[config.mk]
export PLATFORM = sky130hd
export DESIGN_NAME = mqtt_control_packet_encoder
export DESIGN_NICKNAME = d
export VERILOG_FILES = /design/src/hw/rtl/mcpe_pkg.sv /design/src/hw/rtl/mqtt_control_packet_encoder.sv /design/src/hw/rtl/mcpe_front.sv /design/src/hw/rtl/mcpe_cmd_queue.sv /design/src/hw/rtl/mcpe_back.sv
export SDC_FILE = /design/constraint.sdc
export NUM_CORES = 1
export LEC_CHECK = 0
export BUFFER_PORTS_ARGS = -buffer_cell sky130_fd_sc_hd__buf_4
export CAP_MARGIN = 20
export CORE_ASPECT_RATIO = 1.4
export CORE_MARGIN = 2
export CORE_UTILIZATION = 63
export CTS_CLUSTER_DIAMETER = 80
export CTS_CLUSTER_SIZE = 28
export DETAILED_ROUTE_END_ITERATION = 7
export HOLD_SLACK_MARGIN = 0.06
export MAX_ROUTING_LAYER = met4
export PLACE_DENSITY = 0.85
export RECOVER_POWER = 100
export SYNTH_ARGS = -nofsm -noshare
export SYNTH_HDL_FRONTEND = slang
export SYNTH_SLANG_ARGS = --single-unit
[constraint.sdc]
create_clock -name clk_i -period 4.5 [get_ports clk_i]
set_input_delay 0.225 -clock clk_i [delete_from_list [all_inputs] [get_ports clk_i]]
set_output_delay 0.225 -clock clk_i [all_outputs]
set_load 0.02 [all_outputs]
[src/hw/rtl/mcpe_pkg.sv]
// Shared types and constants of the MQTT control packet encoder.
// Used by the front end, the command queue, the back end and the top level.
// No dependencies.
`timescale 1ns / 1ps
`default_nettype none

package mcpe_pkg;

  // Width of the string lengths carried in a start item.
  localparam int unsigned LEN_W = 16;
  // Largest remaining length is 12 + 3 * (2**LEN_W - 1) + 4, which fits in LEN_W + 2 bits.
  // The remaining-length encoder handles up to three 7-bit groups (LEN_W <= 19).
  localparam int unsigned REM_W = LEN_W + 2;
  localparam int unsigned PID_W = 16;

  // Command queue between front and back end. Depth must be a power of two.
  localparam int unsigned CMD_DEPTH = 4;
  localparam int unsigned CMD_PTR_W = $clog2(CMD_DEPTH);

  // Configuration port
  localparam int unsigned CFG_IDX_W  = 1;
  localparam int unsigned CFG_DATA_W = 16;
  localparam logic [CFG_IDX_W-1:0] CFG_KEEP_ALIVE = 1'b0;
  localparam logic [CFG_IDX_W-1:0] CFG_FLAGS      = 1'b1;
  localparam logic [15:0] KEEP_ALIVE_RST = 16'd60;
  localparam logic [7:0]  FLAGS_RST      = 8'hC2;

  // Fixed header bytes
  localparam logic [7:0] HDR_CONNECT = 8'h10;
  localparam logic [7:0] HDR_SUB     = 8'h82;
  localparam logic [7:0] HDR_UNSUB   = 8'hA2;
  localparam logic [7:0] HDR_PUB     = 8'h30;
  localparam logic [7:0] HDR_DISC    = 8'hE0;
  localparam logic [7:0] HDR_PING    = 8'hC0;

  typedef logic [LEN_W-1:0]     mcpe_len_t;
  typedef logic [REM_W-1:0]     mcpe_rem_t;
  typedef logic [PID_W-1:0]     mcpe_pid_t;
  typedef logic [CMD_PTR_W-1:0] mcpe_qptr_t;
  typedef logic [CMD_PTR_W:0]   mcpe_qcnt_t;

  localparam mcpe_qcnt_t CMD_FULL = mcpe_qcnt_t'(CMD_DEPTH);

  // Packet kind codes of a start item
  typedef enum logic [2:0] {
    KIND_CONNECT = 3'd0,
    KIND_SUB     = 3'd1,
    KIND_UNSUB   = 3'd2,
    KIND_PUB     = 3'd3,
    KIND_DISC    = 3'd4,
    KIND_PING    = 3'd5
  } mcpe_kind_e;

  // What the back end emits first for one accepted item
  typedef enum logic [2:0] {
    H_ERR,
    H_DATA,
    H_CONN,
    H_SUB,
    H_UNSUB,
    H_PUB,
    H_DISC,
    H_PING
  } mcpe_head_e;

  // One command: all output bytes caused by one input item
  typedef struct packed {
    mcpe_head_e  head;
    logic [7:0]  dbyte;    // pass-through string byte
    logic [1:0]  qos;      // saturated QoS
    mcpe_rem_t   rem;      // remaining length of the packet
    mcpe_len_t   len1;     // first string length prefix
    logic        ext_en;   // extra length prefix follows
    mcpe_len_t   ext_len;
    logic        qos_en;   // QoS byte follows
    logic        pid_en;   // packet identifier follows
    mcpe_pid_t   pid;
    logic        last;     // final byte of this command ends the packet
  } mcpe_cmd_t;

  typedef struct packed {
    logic [15:0] keep_alive;
    logic [7:0]  flags;
  } mcpe_cfg_t;

endpackage

`default_nettype wire

[src/hw/rtl/mqtt_control_packet_encoder.sv]
// MQTT 3.1.1 control packet encoder. A start item (req_type 0) opens a CONNECT, SUBSCRIBE,
// UNSUBSCRIBE, PUBLISH, DISCONNECT or PINGREQ packet; data items (req_type 1) carry the
// string bytes in packet order, and the block inserts headers, remaining length, length
// prefixes, QoS byte and packet identifier around them, flagging the final byte with last.
// A data item while no string is open yields a single error byte. Every item takes one
// input cycle while full is low: the front end writes any command into a 4-entry queue.
// The back-end sequencer emits one byte per cycle while its output buffer has room: a data
// or error item yields 1 to 3 bytes (a byte that ends a string also carries the next
// length prefix, the QoS byte or the packet identifier), a start item 2 to 18 and an
// unknown kind none; full rises while the queue holds four commands the sequencer has not
// reached. An item's first byte passes through the queue, cur_q and the output buffer.
// keep_alive_seconds and connect_flags are read live and must be written while idle.
// Depends on mcpe_pkg, mcpe_front, mcpe_cmd_queue and mcpe_back.
`timescale 1ns / 1ps
`default_nettype none

module mqtt_control_packet_encoder (
  input  wire                             clk_i,
  input  wire                             rst_ni,
  // input item
  input  wire                             push,
  output logic                            full,
  input  wire                             req_type_i,
  input  wire  [2:0]                      packet_kind_i,
  input  wire  [mcpe_pkg::LEN_W-1:0]      first_len_i,
  input  wire  [mcpe_pkg::LEN_W-1:0]      second_len_i,
  input  wire  [mcpe_pkg::LEN_W-1:0]      third_len_i,
  input  wire  [1:0]                      qos_level_i,
  input  wire  [7:0]                      data_byte_i,
  // result item
  output logic                            empty,
  input  wire                             pop,
  output logic [7:0]                      out_byte_o,
  output logic                            last_o,
  output logic                            error_o,
  // configuration
  input  wire                             cfg_we_i,
  input  wire  [mcpe_pkg::CFG_IDX_W-1:0]  cfg_idx_i,
  input  wire  [mcpe_pkg::CFG_DATA_W-1:0] cfg_data_i
);

  mcpe_pkg::mcpe_cfg_t cfg_q;
  mcpe_pkg::mcpe_cmd_t cmd_w, cmd_r;
  logic                accept, cmd_wr, cmd_valid, cmd_pop;

  always_ff @(posedge clk_i or negedge rst_ni) begin
    if (!rst_ni) begin
      cfg_q.keep_alive <= mcpe_pkg::KEEP_ALIVE_RST;
      cfg_q.flags      <= mcpe_pkg::FLAGS_RST;
    end else if (cfg_we_i) begin
      unique case (cfg_idx_i)
        mcpe_pkg::CFG_KEEP_ALIVE: cfg_q.keep_alive <= cfg_data_i[15:0];
        mcpe_pkg::CFG_FLAGS:      cfg_q.flags      <= cfg_data_i[7:0];
        default: ;
      endcase
    end
  end

  assign accept = push && !full;

  mcpe_front u_front (
    .clk_i         (clk_i),
    .rst_ni        (rst_ni),
    .accept_i      (accept),
    .req_type_i    (req_type_i),
    .packet_kind_i (packet_kind_i),
    .first_len_i   (first_len_i),
    .second_len_i  (second_len_i),
    .third_len_i   (third_len_i),
    .qos_level_i   (qos_level_i),
    .data_byte_i   (data_byte_i),
    .cmd_wr_o      (cmd_wr),
    .cmd_o         (cmd_w)
  );

  mcpe_cmd_queue u_queue (
    .clk_i   (clk_i),
    .rst_ni  (rst_ni),
    .wr_i    (cmd_wr),
    .wdata_i (cmd_w),
    .full_o  (full),
    .rd_i    (cmd_pop),
    .valid_o (cmd_valid),
    .rdata_o (cmd_r)
  );

  mcpe_back u_back (
    .clk_i       (clk_i),
    .rst_ni      (rst_ni),
    .cmd_valid_i (cmd_valid),
    .cmd_i       (cmd_r),
    .cmd_pop_o   (cmd_pop),
    .cfg_i       (cfg_q),
    .pop_i       (pop),
    .empty_o     (empty),
    .out_byte_o  (out_byte_o),
    .last_o      (last_o),
    .error_o     (error_o)
  );

endmodule

`default_nettype wire

[src/hw/rtl/mcpe_front.sv]
// Front end: accepts items, tracks packet progress and turns each item into one command,
// but for a start item of unknown kind, which gives none. Depends on mcpe_pkg.
`timescale 1ns / 1ps
`default_nettype none

module mcpe_front (
  input  wire                      clk_i,
  input  wire                      rst_ni,
  input  wire                      accept_i,
  input  wire                      req_type_i,
  input  wire  [2:0]               packet_kind_i,
  input  wire  mcpe_pkg::mcpe_len_t first_len_i,
  input  wire  mcpe_pkg::mcpe_len_t second_len_i,
  input  wire  mcpe_pkg::mcpe_len_t third_len_i,
  input  wire  [1:0]               qos_level_i,
  input  wire  [7:0]               data_byte_i,
  output logic                     cmd_wr_o,
  output mcpe_pkg::mcpe_cmd_t      cmd_o
);

  typedef enum logic [2:0] {
    PH_IDLE,
    PH_CID,
    PH_USER,
    PH_PASS,
    PH_TOPIC,
    PH_MSG
  } phase_e;

  phase_e              phase_q, phase_d;
  logic [2:0]          kind_q, kind_d;
  mcpe_pkg::mcpe_len_t left_q, left_d;
  mcpe_pkg::mcpe_len_t sec_q, sec_d;
  mcpe_pkg::mcpe_len_t thr_q, thr_d;
  logic [1:0]          qos_q, qos_d;
  mcpe_pkg::mcpe_pid_t pid_q, pid_d;

  // Settle: what follows when the current string is exhausted
  phase_e              s_ph;
  logic [2:0]          s_kind;
  logic [1:0]          s_qos;
  mcpe_pkg::mcpe_len_t s_sec, s_thr;
  phase_e              s_ph_next;
  mcpe_pkg::mcpe_len_t s_left;
  logic                s_ext_en;
  mcpe_pkg::mcpe_len_t s_ext_len;
  logic                s_qos_en, s_pid_en, s_last;
  logic                use_settle;

  logic [1:0]          qos_sat;
  mcpe_pkg::mcpe_len_t left_m;
  mcpe_pkg::mcpe_rem_t r1, r2, r2c, r3c;
  logic                cmd_wr;
  mcpe_pkg::mcpe_cmd_t cmd;

  assign qos_sat = (qos_level_i == 2'd3) ? 2'd2 : qos_level_i;
  assign left_m  = left_q - 1'b1;

  assign r1  = mcpe_pkg::mcpe_rem_t'(first_len_i);
  assign r2  = mcpe_pkg::mcpe_rem_t'(second_len_i);
  // empty username / password fields are not sent and not counted
  assign r2c = (second_len_i != '0) ? r2 + mcpe_pkg::mcpe_rem_t'(2) : '0;
  assign r3c = (third_len_i != '0)
             ? mcpe_pkg::mcpe_rem_t'(third_len_i) + mcpe_pkg::mcpe_rem_t'(2) : '0;

  always_comb begin
    s_ph_next = PH_IDLE;
    s_left    = '0;
    s_ext_en  = 1'b0;
    s_ext_len = '0;
    s_qos_en  = 1'b0;
    s_pid_en  = 1'b0;
    s_last    = 1'b0;
    unique case (s_ph)
      PH_CID: begin
        if (s_sec != '0) begin
          s_ext_en  = 1'b1;
          s_ext_len = s_sec;
          s_ph_next = PH_USER;
          s_left    = s_sec;
        end else if (s_thr != '0) begin
          s_ext_en  = 1'b1;
          s_ext_len = s_thr;
          s_ph_next = PH_PASS;
          s_left    = s_thr;
        end else begin
          s_last = 1'b1;
        end
      end
      PH_USER: begin
        if (s_thr != '0) begin
          s_ext_en  = 1'b1;
          s_ext_len = s_thr;
          s_ph_next = PH_PASS;
          s_left    = s_thr;
        end else begin
          s_last = 1'b1;
        end
      end
      PH_TOPIC: begin
        if (s_kind == mcpe_pkg::KIND_SUB) begin
          s_qos_en = 1'b1;
          s_last   = 1'b1;
        end else if (s_kind == mcpe_pkg::KIND_PUB) begin
          s_pid_en = (s_qos != 2'd0);
          if (s_sec != '0) begin
            s_ph_next = PH_MSG;
            s_left    = s_sec;
          end else begin
            s_last = 1'b1;
          end
        end else begin
          s_last = 1'b1;
        end
      end
      default: s_last = 1'b1;
    endcase
  end

  always_comb begin
    phase_d    = phase_q;
    kind_d     = kind_q;
    left_d     = left_q;
    sec_d      = sec_q;
    thr_d      = thr_q;
    qos_d      = qos_q;
    pid_d      = pid_q;
    cmd        = '0;
    cmd_wr     = 1'b0;
    use_settle = 1'b0;
    s_ph       = PH_IDLE;
    s_kind     = kind_q;
    s_qos      = qos_q;
    s_sec      = sec_q;
    s_thr      = thr_q;

    if (!req_type_i) begin
      // start item: any unfinished packet is dropped
      kind_d   = packet_kind_i;
      qos_d    = qos_sat;
      sec_d    = second_len_i;
      thr_d    = third_len_i;
      phase_d  = PH_IDLE;
      left_d   = '0;
      s_kind   = packet_kind_i;
      s_qos    = qos_sat;
      s_sec    = second_len_i;
      s_thr    = third_len_i;
      cmd.len1 = first_len_i;
      unique case (packet_kind_i) inside
        mcpe_pkg::KIND_CONNECT: begin
          cmd.head = mcpe_pkg::H_CONN;
          cmd.rem  = mcpe_pkg::mcpe_rem_t'(12) + r1 + r2c + r3c;
          cmd_wr   = 1'b1;
          if (first_len_i != '0) begin
            phase_d = PH_CID;
            left_d  = first_len_i;
          end else begin
            s_ph       = PH_CID;
            use_settle = 1'b1;
          end
        end
        mcpe_pkg::KIND_SUB, mcpe_pkg::KIND_UNSUB, mcpe_pkg::KIND_PUB: begin
          cmd_wr = 1'b1;
          if (packet_kind_i == mcpe_pkg::KIND_SUB) begin
            cmd.head = mcpe_pkg::H_SUB;
            cmd.rem  = mcpe_pkg::mcpe_rem_t'(5) + r1;
          end else if (packet_kind_i == mcpe_pkg::KIND_UNSUB) begin
            cmd.head = mcpe_pkg::H_UNSUB;
            cmd.rem  = mcpe_pkg::mcpe_rem_t'(4) + r1;
          end else begin
            cmd.head = mcpe_pkg::H_PUB;
            cmd.rem  = mcpe_pkg::mcpe_rem_t'((qos_sat != 2'd0) ? 3'd4 : 3'd2) + r1 + r2;
          end
          if (first_len_i != '0) begin
            phase_d = PH_TOPIC;
            left_d  = first_len_i;
          end else begin
            s_ph       = PH_TOPIC;
            use_settle = 1'b1;
          end
        end
        mcpe_pkg::KIND_DISC: begin
          cmd.head = mcpe_pkg::H_DISC;
          cmd.last = 1'b1;
          cmd_wr   = 1'b1;
        end
        mcpe_pkg::KIND_PING: begin
          cmd.head = mcpe_pkg::H_PING;
          cmd.last = 1'b1;
          cmd_wr   = 1'b1;
        end
        default: ;  // unknown kind: nothing sent, block goes idle
      endcase
    end else if (phase_q == PH_IDLE) begin
      cmd.head = mcpe_pkg::H_ERR;
      cmd_wr   = 1'b1;
    end else begin
      cmd.head  = mcpe_pkg::H_DATA;
      cmd.dbyte = data_byte_i;
      cmd_wr    = 1'b1;
      left_d    = left_m;
      if (left_m == '0) begin
        s_ph       = phase_q;
        use_settle = 1'b1;
      end
    end

    cmd.qos = s_qos;
    cmd.pid = pid_q;
    if (use_settle) begin
      phase_d     = s_ph_next;
      left_d      = s_left;
      cmd.ext_en  = s_ext_en;
      cmd.ext_len = s_ext_len;
      cmd.qos_en  = s_qos_en;
      cmd.pid_en  = s_pid_en;
      cmd.last    = s_last;
      if (s_pid_en) begin
        pid_d = pid_q + 1'b1;
      end
    end
  end

  always_ff @(posedge clk_i or negedge rst_ni) begin
    if (!rst_ni) begin
      phase_q <= PH_IDLE;
      kind_q  <= '0;
      left_q  <= '0;
      sec_q   <= '0;
      thr_q   <= '0;
      qos_q   <= '0;
      pid_q   <= '0;
    end else if (accept_i) begin
      phase_q <= phase_d;
      kind_q  <= kind_d;
      left_q  <= left_d;
      sec_q   <= sec_d;
      thr_q   <= thr_d;
      qos_q   <= qos_d;
      pid_q   <= pid_d;
    end
  end

  assign cmd_wr_o = accept_i && cmd_wr;
  assign cmd_o    = cmd;

endmodule

`default_nettype wire

[src/hw/rtl/mcpe_cmd_queue.sv]
// Command queue between the front and the back end of the packet encoder.
// Depends on mcpe_pkg.
`timescale 1ns / 1ps
`default_nettype none

module mcpe_cmd_queue (
  input  wire                      clk_i,
  input  wire                      rst_ni,
  input  wire                      wr_i,
  input  wire  mcpe_pkg::mcpe_cmd_t wdata_i,
  output logic                     full_o,
  input  wire                      rd_i,
  output logic                     valid_o,
  output mcpe_pkg::mcpe_cmd_t      rdata_o
);

  mcpe_pkg::mcpe_cmd_t  mem_q [mcpe_pkg::CMD_DEPTH];
  mcpe_pkg::mcpe_qptr_t wptr_q, rptr_q;
  mcpe_pkg::mcpe_qcnt_t cnt_q, cnt_d;
  logic                 do_wr, do_rd;

  assign do_wr = wr_i && !full_o;
  assign do_rd = rd_i && valid_o;

  always_comb begin
    cnt_d = cnt_q;
    if (do_wr && !do_rd) begin
      cnt_d = cnt_q + 1'b1;
    end else if (do_rd && !do_wr) begin
      cnt_d = cnt_q - 1'b1;
    end
  end

  always_ff @(posedge clk_i or negedge rst_ni) begin
    if (!rst_ni) begin
      wptr_q <= '0;
      rptr_q <= '0;
      cnt_q  <= '0;
    end else begin
      cnt_q <= cnt_d;
      if (do_wr) begin
        wptr_q <= wptr_q + 1'b1;
      end
      if (do_rd) begin
        rptr_q <= rptr_q + 1'b1;
      end
    end
  end

  always_ff @(posedge clk_i) begin
    if (do_wr) begin
      mem_q[wptr_q] <= wdata_i;
    end
  end

  assign full_o  = (cnt_q == mcpe_pkg::CMD_FULL);
  assign valid_o = (cnt_q != '0);
  assign rdata_o = mem_q[rptr_q];

endmodule

`default_nettype wire

[src/hw/rtl/mcpe_back.sv]
// Back end: walks each command byte by byte and feeds a two-entry output buffer.
// Depends on mcpe_pkg.
`timescale 1ns / 1ps
`default_nettype none

module mcpe_back (
  input  wire                      clk_i,
  input  wire                      rst_ni,
  input  wire                      cmd_valid_i,
  input  wire  mcpe_pkg::mcpe_cmd_t cmd_i,
  output logic                     cmd_pop_o,
  input  wire  mcpe_pkg::mcpe_cfg_t cfg_i,
  input  wire                      pop_i,
  output logic                     empty_o,
  output logic [7:0]               out_byte_o,
  output logic                     last_o,
  output logic                     error_o
);

  typedef enum logic [3:0] {
    SEG_HEAD,
    SEG_REM,
    SEG_PROTO,
    SEG_P1_HI,
    SEG_P1_LO,
    SEG_EX_HI,
    SEG_EX_LO,
    SEG_QOS,
    SEG_PID_HI,
    SEG_PID_LO,
    SEG_DONE
  } seg_e;

  typedef struct packed {
    logic [7:0] data;
    logic       last;
    logic       err;
  } out_ent_t;

  localparam logic [7:0] PROTO_LEVEL = 8'h04;
  localparam logic [3:0] PROTO_TOP_CONN = 4'd9;  // 00 04 M Q T T 04 flags ka ka
  localparam logic [3:0] PROTO_TOP_SUB  = 4'd1;  // 00 01 packet id
  localparam logic [1:0] OUT_DEPTH = 2'd2;

  mcpe_pkg::mcpe_cmd_t cur_q;
  logic                cur_v_q;
  seg_e                seg_q, seg_d;
  logic [3:0]          cnt_q, cnt_d;

  logic [20:0]         rem_w;
  logic [1:0]          rem_top;
  logic [3:0]          proto_top;
  logic [15:0]         p1_w, ex_w;
  seg_e                tail_ex, tail_qos, tail_pid;
  logic [7:0]          byte_c;
  logic                final_c, emit;

  out_ent_t            buf_q [OUT_DEPTH];
  logic                bw_q, br_q;
  logic [1:0]          bcnt_q;
  logic                brd, space;

  assign rem_w   = 21'(cur_q.rem);
  assign rem_top = (rem_w[20:14] != '0) ? 2'd2 : ((rem_w[20:7] != '0) ? 2'd1 : 2'd0);
  assign proto_top = (cur_q.head == mcpe_pkg::H_CONN) ? PROTO_TOP_CONN : PROTO_TOP_SUB;
  assign p1_w    = 16'(cur_q.len1);
  assign ex_w    = 16'(cur_q.ext_len);

  assign tail_pid = cur_q.pid_en ? SEG_PID_HI : SEG_DONE;
  assign tail_qos = cur_q.qos_en ? SEG_QOS : tail_pid;
  assign tail_ex  = cur_q.ext_en ? SEG_EX_HI : tail_qos;

  // next segment
  always_comb begin
    seg_d = SEG_DONE;
    cnt_d = '0;
    unique case (seg_q)
      SEG_HEAD: begin
        unique case (cur_q.head) inside
          mcpe_pkg::H_ERR, mcpe_pkg::H_DATA: seg_d = tail_ex;
          default:                           seg_d = SEG_REM;
        endcase
      end
      SEG_REM: begin
        if (cnt_q[1:0] != rem_top) begin
          seg_d = SEG_REM;
          cnt_d = cnt_q + 1'b1;
        end else begin
          unique case (cur_q.head) inside
            mcpe_pkg::H_CONN, mcpe_pkg::H_SUB, mcpe_pkg::H_UNSUB: seg_d = SEG_PROTO;
            mcpe_pkg::H_PUB:                                      seg_d = SEG_P1_HI;
            default:                                              seg_d = tail_ex;
          endcase
        end
      end
      SEG_PROTO: begin
        if (cnt_q != proto_top) begin
          seg_d = SEG_PROTO;
          cnt_d = cnt_q + 1'b1;
        end else begin
          seg_d = SEG_P1_HI;
        end
      end
      SEG_P1_HI:  seg_d = SEG_P1_LO;
      SEG_P1_LO:  seg_d = tail_ex;
      SEG_EX_HI:  seg_d = SEG_EX_LO;
      SEG_EX_LO:  seg_d = tail_qos;
      SEG_QOS:    seg_d = tail_pid;
      SEG_PID_HI: seg_d = SEG_PID_LO;
      default:    seg_d = SEG_DONE;
    endcase
  end

  // byte of the current segment
  always_comb begin
    byte_c = 8'h00;
    unique case (seg_q)
      SEG_HEAD: begin
        unique case (cur_q.head)
          mcpe_pkg::H_CONN:  byte_c = mcpe_pkg::HDR_CONNECT;
          mcpe_pkg::H_SUB:   byte_c = mcpe_pkg::HDR_SUB;
          mcpe_pkg::H_UNSUB: byte_c = mcpe_pkg::HDR_UNSUB;
          mcpe_pkg::H_PUB:   byte_c = mcpe_pkg::HDR_PUB | {5'b0, cur_q.qos, 1'b0};
          mcpe_pkg::H_DISC:  byte_c = mcpe_pkg::HDR_DISC;
          mcpe_pkg::H_PING:  byte_c = mcpe_pkg::HDR_PING;
          mcpe_pkg::H_DATA:  byte_c = cur_q.dbyte;
          default:           byte_c = 8'h00;
        endcase
      end
      SEG_REM: begin
        // continuation bit on every group but the last
        case (cnt_q[1:0])
          2'd0:    byte_c = {1'b0, rem_w[6:0]};
          2'd1:    byte_c = {1'b0, rem_w[13:7]};
          default: byte_c = {1'b0, rem_w[20:14]};
        endcase
        byte_c[7] = (cnt_q[1:0] != rem_top);
      end
      SEG_PROTO: begin
        case (cnt_q)
          4'd0:    byte_c = 8'h00;
          4'd1:    byte_c = (cur_q.head == mcpe_pkg::H_CONN) ? PROTO_LEVEL : 8'h01;
          4'd2:    byte_c = 8'h4D;  // M
          4'd3:    byte_c = 8'h51;  // Q
          4'd4:    byte_c = 8'h54;  // T
          4'd5:    byte_c = 8'h54;  // T
          4'd6:    byte_c = PROTO_LEVEL;
          4'd7:    byte_c = cfg_i.flags;
          4'd8:    byte_c = cfg_i.keep_alive[15:8];
          default: byte_c = cfg_i.keep_alive[7:0];
        endcase
      end
      SEG_P1_HI:  byte_c = p1_w[15:8];
      SEG_P1_LO:  byte_c = p1_w[7:0];
      SEG_EX_HI:  byte_c = ex_w[15:8];
      SEG_EX_LO:  byte_c = ex_w[7:0];
      SEG_QOS:    byte_c = {6'b0, cur_q.qos};
      SEG_PID_HI: byte_c = cur_q.pid[15:8];
      SEG_PID_LO: byte_c = cur_q.pid[7:0];
      default:    byte_c = 8'h00;
    endcase
  end

  assign final_c   = (seg_d == SEG_DONE);
  assign brd       = pop_i && (bcnt_q != 2'd0);
  assign space     = (bcnt_q != OUT_DEPTH) || brd;
  assign emit      = cur_v_q && space;
  // load the next command when none is held or as the current one sends its final byte
  assign cmd_pop_o = cmd_valid_i && (!cur_v_q || (emit && final_c));

  always_ff @(posedge clk_i or negedge rst_ni) begin
    if (!rst_ni) begin
      cur_v_q <= 1'b0;
      seg_q   <= SEG_HEAD;
      cnt_q   <= '0;
    end else if (cmd_pop_o) begin
      cur_v_q <= 1'b1;
      seg_q   <= SEG_HEAD;
      cnt_q   <= '0;
    end else if (emit) begin
      cur_v_q <= !final_c;
      seg_q   <= seg_d;
      cnt_q   <= cnt_d;
    end
  end

  always_ff @(posedge clk_i) begin
    if (cmd_pop_o) begin
      cur_q <= cmd_i;
    end
  end

  // output buffer
  always_ff @(posedge clk_i or negedge rst_ni) begin
    if (!rst_ni) begin
      bw_q   <= 1'b0;
      br_q   <= 1'b0;
      bcnt_q <= '0;
    end else begin
      if (emit) begin
        bw_q <= ~bw_q;
      end
      if (brd) begin
        br_q <= ~br_q;
      end
      if (emit && !brd) begin
        bcnt_q <= bcnt_q + 1'b1;
      end else if (brd && !emit) begin
        bcnt_q <= bcnt_q - 1'b1;
      end
    end
  end

  always_ff @(posedge clk_i) begin
    if (emit) begin
      buf_q[bw_q] <= '{data: byte_c,
                       last: cur_q.last && final_c,
                       err:  (cur_q.head == mcpe_pkg::H_ERR)};
    end
  end

  assign empty_o    = (bcnt_q == 2'd0);
  assign out_byte_o = buf_q[br_q].data;
  assign last_o     = buf_q[br_q].last;
  assign error_o    = buf_q[br_q].err;

endmodule

`default_nettype wire

# [Word-level counts from Yosys, hierarchy flattened]
# Memories as Yosys holds them, arrays and structs flattened. A register that Yosys moved wholly into a read port is not among the register bits.
# Index checks and enable logic that the tools add are counted.
# W data, S select, Z words.
[word_totals] mem_bits_rw=352 n_memories=2 elab_cells=246 regBits=116
[op_classes] n_reduce_logical=56 eq_ne=43 n_bitwise=3 add_sub_neg=18 n_mux=106
[memory_table] memory="u_queue.mem_q" words=4 word_bits=83 rd=1 rd_clocked_by_memory_dff=1 write_ports=1 line_no="mcpe_cmd_queue.sv:17" source="mcpe_pkg::mcpe_cmd_t mem_q [mcpe_pkg::CMD_DEPTH];"
[memory_table] memory="u_back.buf_q" words=2 word_bits=10 rd=1 rd_clocked_by_memory_dff=0 write_ports=1 line_no="mcpe_back.sv:58" source="out_ent_t buf_q [OUT_DEPTH];"
[ops] cell="$mux W16" count=12
[ops] cell="$pmux W8 S10" count=1
[ops] cell="$reduce_bool A16 Y1" count=5
[ops] cell="$mux W18" count=4
[ops] cell="$pmux W8 S8" count=1
[ops] cell="$pmux W8 S7" count=1
[ops] cell="$mux W3" count=17
[ops] cell="$pmux W16 S3" count=1
[ops] cell="$mux W4" count=11
[ops] cell="$add A18 B16 Y18" count=2
[ops] cell="$add A18 B18 Y18" count=2
[ops] cell="$pmux W18 S2" count=1
[ops] cell="$pmux W4 S9" count=1
[ops] cell="$add A16 B2 Y17 const B" count=2
[ops] cell="$add A3 B16 Y17 const A" count=2
[ops] cell="$mux W1" count=34
[ops] cell="$mux W34" count=1
[ops] cell="$eq A4 B3 Y1 const B" count=8
[ops] cell="$pmux W16 S2" count=1
[ops] cell="$eq A3 B3 Y1 const B" count=8
[ops] cell="$mux W19" count=1
[ops] cell="$eq A3 B2 Y1 const B" count=6
[ops] cell="$add A4 B16 Y17 const A" count=1
[ops] cell="$add A16 B1 Y16 const B" count=1
[ops] cell="other kinds (44)" count=102

# [Depth between registers and ports, before layout]
[depth] depth_word=14 mapped_depth=16 ltp_nobuf=16

# [By module]
# A second synthesis with hierarchy kept.
[hier_totals] cells_unflattened=2019 hier_area_um2=27406.3
[modules_own_cells] module="mcpe_cmd_queue" area_each_um2=12446.9 cells_per_inst=469 instances=1
[modules_own_cells] module="mcpe_front" area_each_um2=8584.5 cells_per_inst=1049 instances=1
[modules_own_cells] module="mcpe_back" area_each_um2=5415.2 cells_per_inst=448 instances=1
[modules_own_cells] module="mqtt_control_packet_encoder" area_each_um2=959.7 cells_per_inst=53 instances=1

# [Worst setup path after synthesis]
# OpenSTA, ideal clock, no wires.
[synth_path] kind="register to register" from="register u_back.cur_q[60] (netlist name)" to="register u_queue.cnt_q[1]" t_arrival_ns=4.035 setup_slack_ns=0.341 n_path_buf=1 required_time_ns=4.375 stages_incl_launch_ff=12 cell_sequence="edfxtp_1 or4_1 nand4bb_1 a311oi_1 o22ai_1 o22ai_1 buf_2 inv_1 ha_1 inv_1 fa_1 mux2_2"
[synth_via] elab_chain_len=14
[synth_rtl] element="$reduce_bool A14 Y1" line_no="mcpe_back.sv:64" source="assign rem_top = (rem_w[20:14] != '0) ? 2'd2 : ((rem_w[20:7] != '0) ? 2'd1 : 2'd0);"
[synth_rtl] element="$mux W1" line_no="mcpe_back.sv:64"
[synth_rtl] element="$mux W2" line_no="mcpe_back.sv:64"
[synth_rtl] element="$ne A2 B2 Y1" line_no="mcpe_back.sv:85" source="if (cnt_q[1:0] != rem_top) begin"
[synth_rtl] element="$mux W4" line_no="mcpe_back.sv:85"
[synth_rtl] element="$pmux W4 S9" line_no="mcpe_back.sv:77" source="unique case (seg_q)"
[synth_rtl] element="$eq A4 B4 Y1" line_no="mcpe_back.sv:164" source="assign final_c = (seg_d == SEG_DONE);"
[synth_rtl] element="$logic_and A1 B1 Y1" line_no="mcpe_back.sv:169" source="assign cmd_pop_o = cmd_valid_i && (!cur_v_q || (emit && final_c));"
[synth_rtl] element="$logic_or A1 B1 Y1" line_no="mcpe_back.sv:169"
[synth_rtl] element="$logic_and A1 B1 Y1" line_no="mcpe_back.sv:169"
[synth_rtl] element="net cmd_pop" line_no="mqtt_control_packet_encoder.sv:44" source="logic accept, cmd_wr, cmd_valid, cmd_pop;"
[synth_rtl] element="$logic_and A1 B1 Y1" line_no="mcpe_cmd_queue.sv:23" source="assign do_rd = rd_i && valid_o;"
[synth_rtl] element="$logic_not A1 Y1" line_no="mcpe_cmd_queue.sv:27" source="if (do_wr && !do_rd) begin"
[synth_rtl] element="$logic_and A1 B1 Y1" line_no="mcpe_cmd_queue.sv:27"
[synth_rtl] element="$mux W3" line_no="mcpe_cmd_queue.sv:27"
[synth_rtl] element="net u_queue.cnt_d[1]" line_no="mcpe_cmd_queue.sv:19" source="mcpe_pkg::mcpe_qcnt_t cnt_q, cnt_d;"
[synth_rtl] element="to (signal assigned)" line_no="mcpe_cmd_queue.sv:40" source="cnt_q <= cnt_d;"
[synth_rtl] element="to (decl)" line_no="mcpe_cmd_queue.sv:19"
# The timed path passes the listed nets, and every way through them passes these cells.
# A chain may end at the register's enable or synchronous reset.

# [Worst setup path after layout]
[layout_path] from="input port req_type_i" to="memory u_queue.mem_q[3][66] in the netlist's numbering (enable)"
[layout_via] elab_chain_len=5
[layout_rtl] element="from (decl)" line_no="mqtt_control_packet_encoder.sv:23" source="input wire req_type_i,"
[layout_rtl] element="$mux W1" line_no="mcpe_front.sv:137" source="if (!req_type_i) begin"
[layout_rtl] element="$logic_and A1 B1 Y1" line_no="mcpe_front.sv:245" source="assign cmd_wr_o = accept_i && cmd_wr;"
[layout_rtl] element="$logic_and A1 B1 Y1" line_no="mcpe_cmd_queue.sv:22" source="assign do_wr = wr_i && !full_o;"
[layout_rtl] element="net u_queue.do_wr" line_no="mcpe_cmd_queue.sv:20" source="logic do_wr, do_rd;"
[layout_rtl] element="$mux W1" line_no="mcpe_cmd_queue.sv:51" source="if (do_wr) begin"
[layout_rtl] element="$mux W1 (not written as such)" line_no="mcpe_cmd_queue.sv:52" source="mem_q[wptr_q] <= wdata_i;"
[layout_rtl] element="to (decl)" line_no="mcpe_cmd_queue.sv:17"
# The timed path passes the listed nets, and every way through them passes these cells.

==> key figures <==
Route
  • Iter 0 DRT Violations: between 1,500 and 2,000
  • Drt total wl: between 70,000 and 80,000 um
  • First-pass detailed-route iteration total: 7
  • Antenna viol nets, final: 0
  • Via Count: roughly 19,000
  • Routed length per placed instance: 28.83 um
  • Remaining DRCs: 0
  • DR vias/cell: 6.861

Timing
  • Slew HR: -131.7%
  • Hold Fails Final Rpt: 0
  • Final Max Tran Viols: 165
  • Clk_skew: approximately 47 ps
  • Final setup vio count: 0
  • F_max: about 230 MHz
  • Final worst path period need: ~4300 ps
  • Unrepaired setup endpoints after global routing: false
  • Slew @ Worst Pin: between 3000 and 4000 ps
  • Period utilisation layout: 96.18%
  • Setup TNS: 0 ps

Synth
  • Synth Net Count: approximately 2,200
  • Mapped Cells: 2,045
  • #FFs+latches synth: about 550
  • Seq/Total Area, Yosys: 58.64%
  • EDFF count, synth: between 400 and 500
  • Yosys cell types: 88
  • Avg Cell Area, Syn: ~13 sq um
  • Main flop type after synthesis: edfxtp_1
  • Post-synth ARST share: between 20% and 30%
  • Netlist Area Pre-Place: about 0.027 sq mm
  • Synthesis Warnings: 0

Worst setup path
  • CP cell instances: buf_4 > clkbuf_1 > inv_1 > clkbuf_1 > a31oi_1 > clkbuf_1 > and2_2 > buf_6
  • Crit. End Element: register
  • Worst path most repeated cell: clkbuf_1
  • Worst R2R Start: u_queue.cnt_q[0]
  • Setup crit start kind: primary input
  • Max incr delay on CP: between 700 and 800 ps
  • Crit path max fanout: between 50 and 60
  • R2R depth: 6
  • Flop-to-flop setup slack: 310 ps
  • RR Endpoint: u_front.phase_q[1]
  • CP required: around 4700 ps
  • Critical path's slowest cell: clkbuf_1
  • CP arrival: 4520 ps
  • Setup CP Type: in -> reg

Clock tree
  • Clock buffer depth: 3
  • Clock Pin Slew Worst Setup and Hold Paths: about 100 ps
  • CTS tree: yes
  • Clock root cell: clkbuf_16
  • Clock Latency Late Sink: between 500 and 600 ps
  • H-tree Lvls: 1
  • Post-CTS setup buffers: 0
  • CTS Buf Count: 24
  • Hold Buf Count CTS: 27
  • # clock sinks: 551
  • Resized cells post-CTS: 0

Run
  • Max Cap Viol: 3

Floorplanning
  • Die area: around 0.045 sq mm
  • Die Ht: roughly 250 um
  • Placeable Area: ~0.043 sq mm
  • Io pins: 96
  • Row count: 90
  • Die Wd: 179.7 um
  • Initial Util: 63.49%

Outcome
  • Violated checks: capacitance limit, slew limit
  • Status: finished with violations

Min path
  • Worst hold path endpoint: u_front.sec_q[7]
  • Hold Startpoint: second_len_i[7]
  • Hold depth: 3
  • Worst Hold Class: in -> reg

Power and ir drop
  • Worst VDD drop: approximately 0.00054 V
  • Power Density: around 560 mW/mm^2
  • Leak: 0.01065 uW

Final layout
  • Ant. Diodes: 0
  • Nets: 2,303
  • Fraction of layout cells with a size suffix above 1: 14.94%
  • Final instance area: 0.02952 sq mm
  • Area growth syn-to-layout: 8.373%

Global routing
  • Vias in the first global route: about 19,000
  • Remaining global-route overflow: 0
  • Largest net degree at the start of global routing: 93
  • Antenna violations before repair: 0
  • GRT Total Usage: around 36%
  • Global-route wire length before repair: 117,000 um

Placed design
  • DP Area: between 0.02 and 0.03 sq mm
  • IO buf count: 95
  • Final HPWL DP: 55,360 um
  • GP Congestion: roughly 1.0
[worst max-delay path: cells and delay by family]
kind,cells,cell delay (ps)
buffers and inverters,6,3100
AND/OR/NAND/NOR,1,750
AO/OA/AOI/OAI,1,300
[stage by stage]
stage                     power [uW]  utilization, %  hold slack (ps)  worst slack, ps  cells
after global placement         13720           66.84            350.8            254.0   2630
after global routing           17220           68.81            126.7            85.45   2701
final                          16550           68.81            105.2            171.9   2701
after CTS                      16560           69.16            66.39            370.6   2701
after floorplan                11790               -           -70.59            340.5   2045
after detailed placement       13980           66.84            366.6            149.1   2630
[cells in the mapped netlist, types with 48 or more instances]
cell      count  area (sq um)
xor2_1       50         437.9
a21oi_1      82         410.4
mux4_2       84          1892
nand2_1     110         412.9
dfrtp_1     109          2728
mux2_2       48         540.5
ha_1         66         825.8
inv_1        74         277.8
nand3_1      48         240.2
nor2_1      117         439.2
xnor2_1      63         551.8
clkbuf_1     75         281.5
edfxtp_1    435         13060
o21ai_0     104         520.5
[logic make-up after synthesis]
family / Yosys count / synth area share [%]
AOI/OAI and AO/OA: 420 / 10.38
xor gates and xnor gates: 113 / 3.633
adders and majority gates: 88 / 4.648
buffers and inverters: 185 / 2.687
DFF: 551 / 58.64
muxes: 168 / 10.25
and+or+nand+nor: 520 / 9.765
[metal layers]
layer | share of wire [%] | global-route usage (%)
met1 | 35 | 41.77
met2 | 51 | 60.56
met3 | 6.3 | 3.590
met4 | 7.6 | 21.35
met5 | 0 | -
[area by class of cell]
class,count,area (sq um)
sequential,551,15980
fill,2934,13380
multi-input combinational,1309,10550
timing repair buffer,170,1295
tap,552,690.7
clock buffer,39,666.9
inverter,75,281.5
clock inverter,5,57.56
[worst max path at each step]
stage / from / end / depth (start not counted)
2_1_floorplan: u_back.cur_q[60] / u_queue.cnt_q[1] / 11
3_3_place_gp: second_len_i[6] / u_queue.mem_q[0][69] / 15
3_5_place_dp: second_len_i[6] / u_queue.mem_q[2][69] / 15
4_1_cts: second_len_i[4] / u_queue.mem_q[1][69] / 16
5_1_grt: u_queue.cnt_q[0] / u_front.phase_q[1] / 6
6_report: req_type_i / u_queue.mem_q[3][66] / 8
[cell usage in the layout, fill, tap and decap left out, types with 27 or more instances in the layout]
cell type and instances:
ha_1 66, nor3_1 35, o22ai_1 30, nand2_1 110
nor2_1 117, nand3_1 48, inv_1 75, mux2_2 47
xnor2_1 63, clkbuf_1 36, edfxtp_1 435, mux2i_1 36
nor2b_1 33, dlygate4sd3_1 27, buf_4 106, o21ai_0 104
mux4_2 84, dfrtp_1 108, xor2_1 50, a21oi_1 82
[registers in the layout, indices dropped and copies added (netlist names)]
register	count
u_queue.cnt_q	3
u_front.kind_q	3
u_front.sec_q	16
u_front.phase_q	3
u_back.cur_q	51
u_back.bw_q	1
u_front.thr_q	16
u_back.seg_q	4
u_back.ex_w	16
u_back.p1_w	16
u_back.buf_q	20
u_queue.wptr_q	2
u_back.cur_v_q	1
u_front.left_q	16
u_front.qos_q	2
u_front.pid_q	16
u_queue.mem_q	332
u_back.bcnt_q	2
u_back.br_q	1
u_back.cnt_q	4
cfg_q	24
u_queue.rptr_q	2
[power by group]
part           internal (uW)  total (uW)  leakage, uW  switching [uW]
combinational           2200        5480      0.00471            3270
sequential              7280        8480      0.00559            1200
clock                   1060        2590     0.000344            1530
total                  10500       16600       0.0106            6010
No activity file was read; power rests on OpenSTA's default activity.
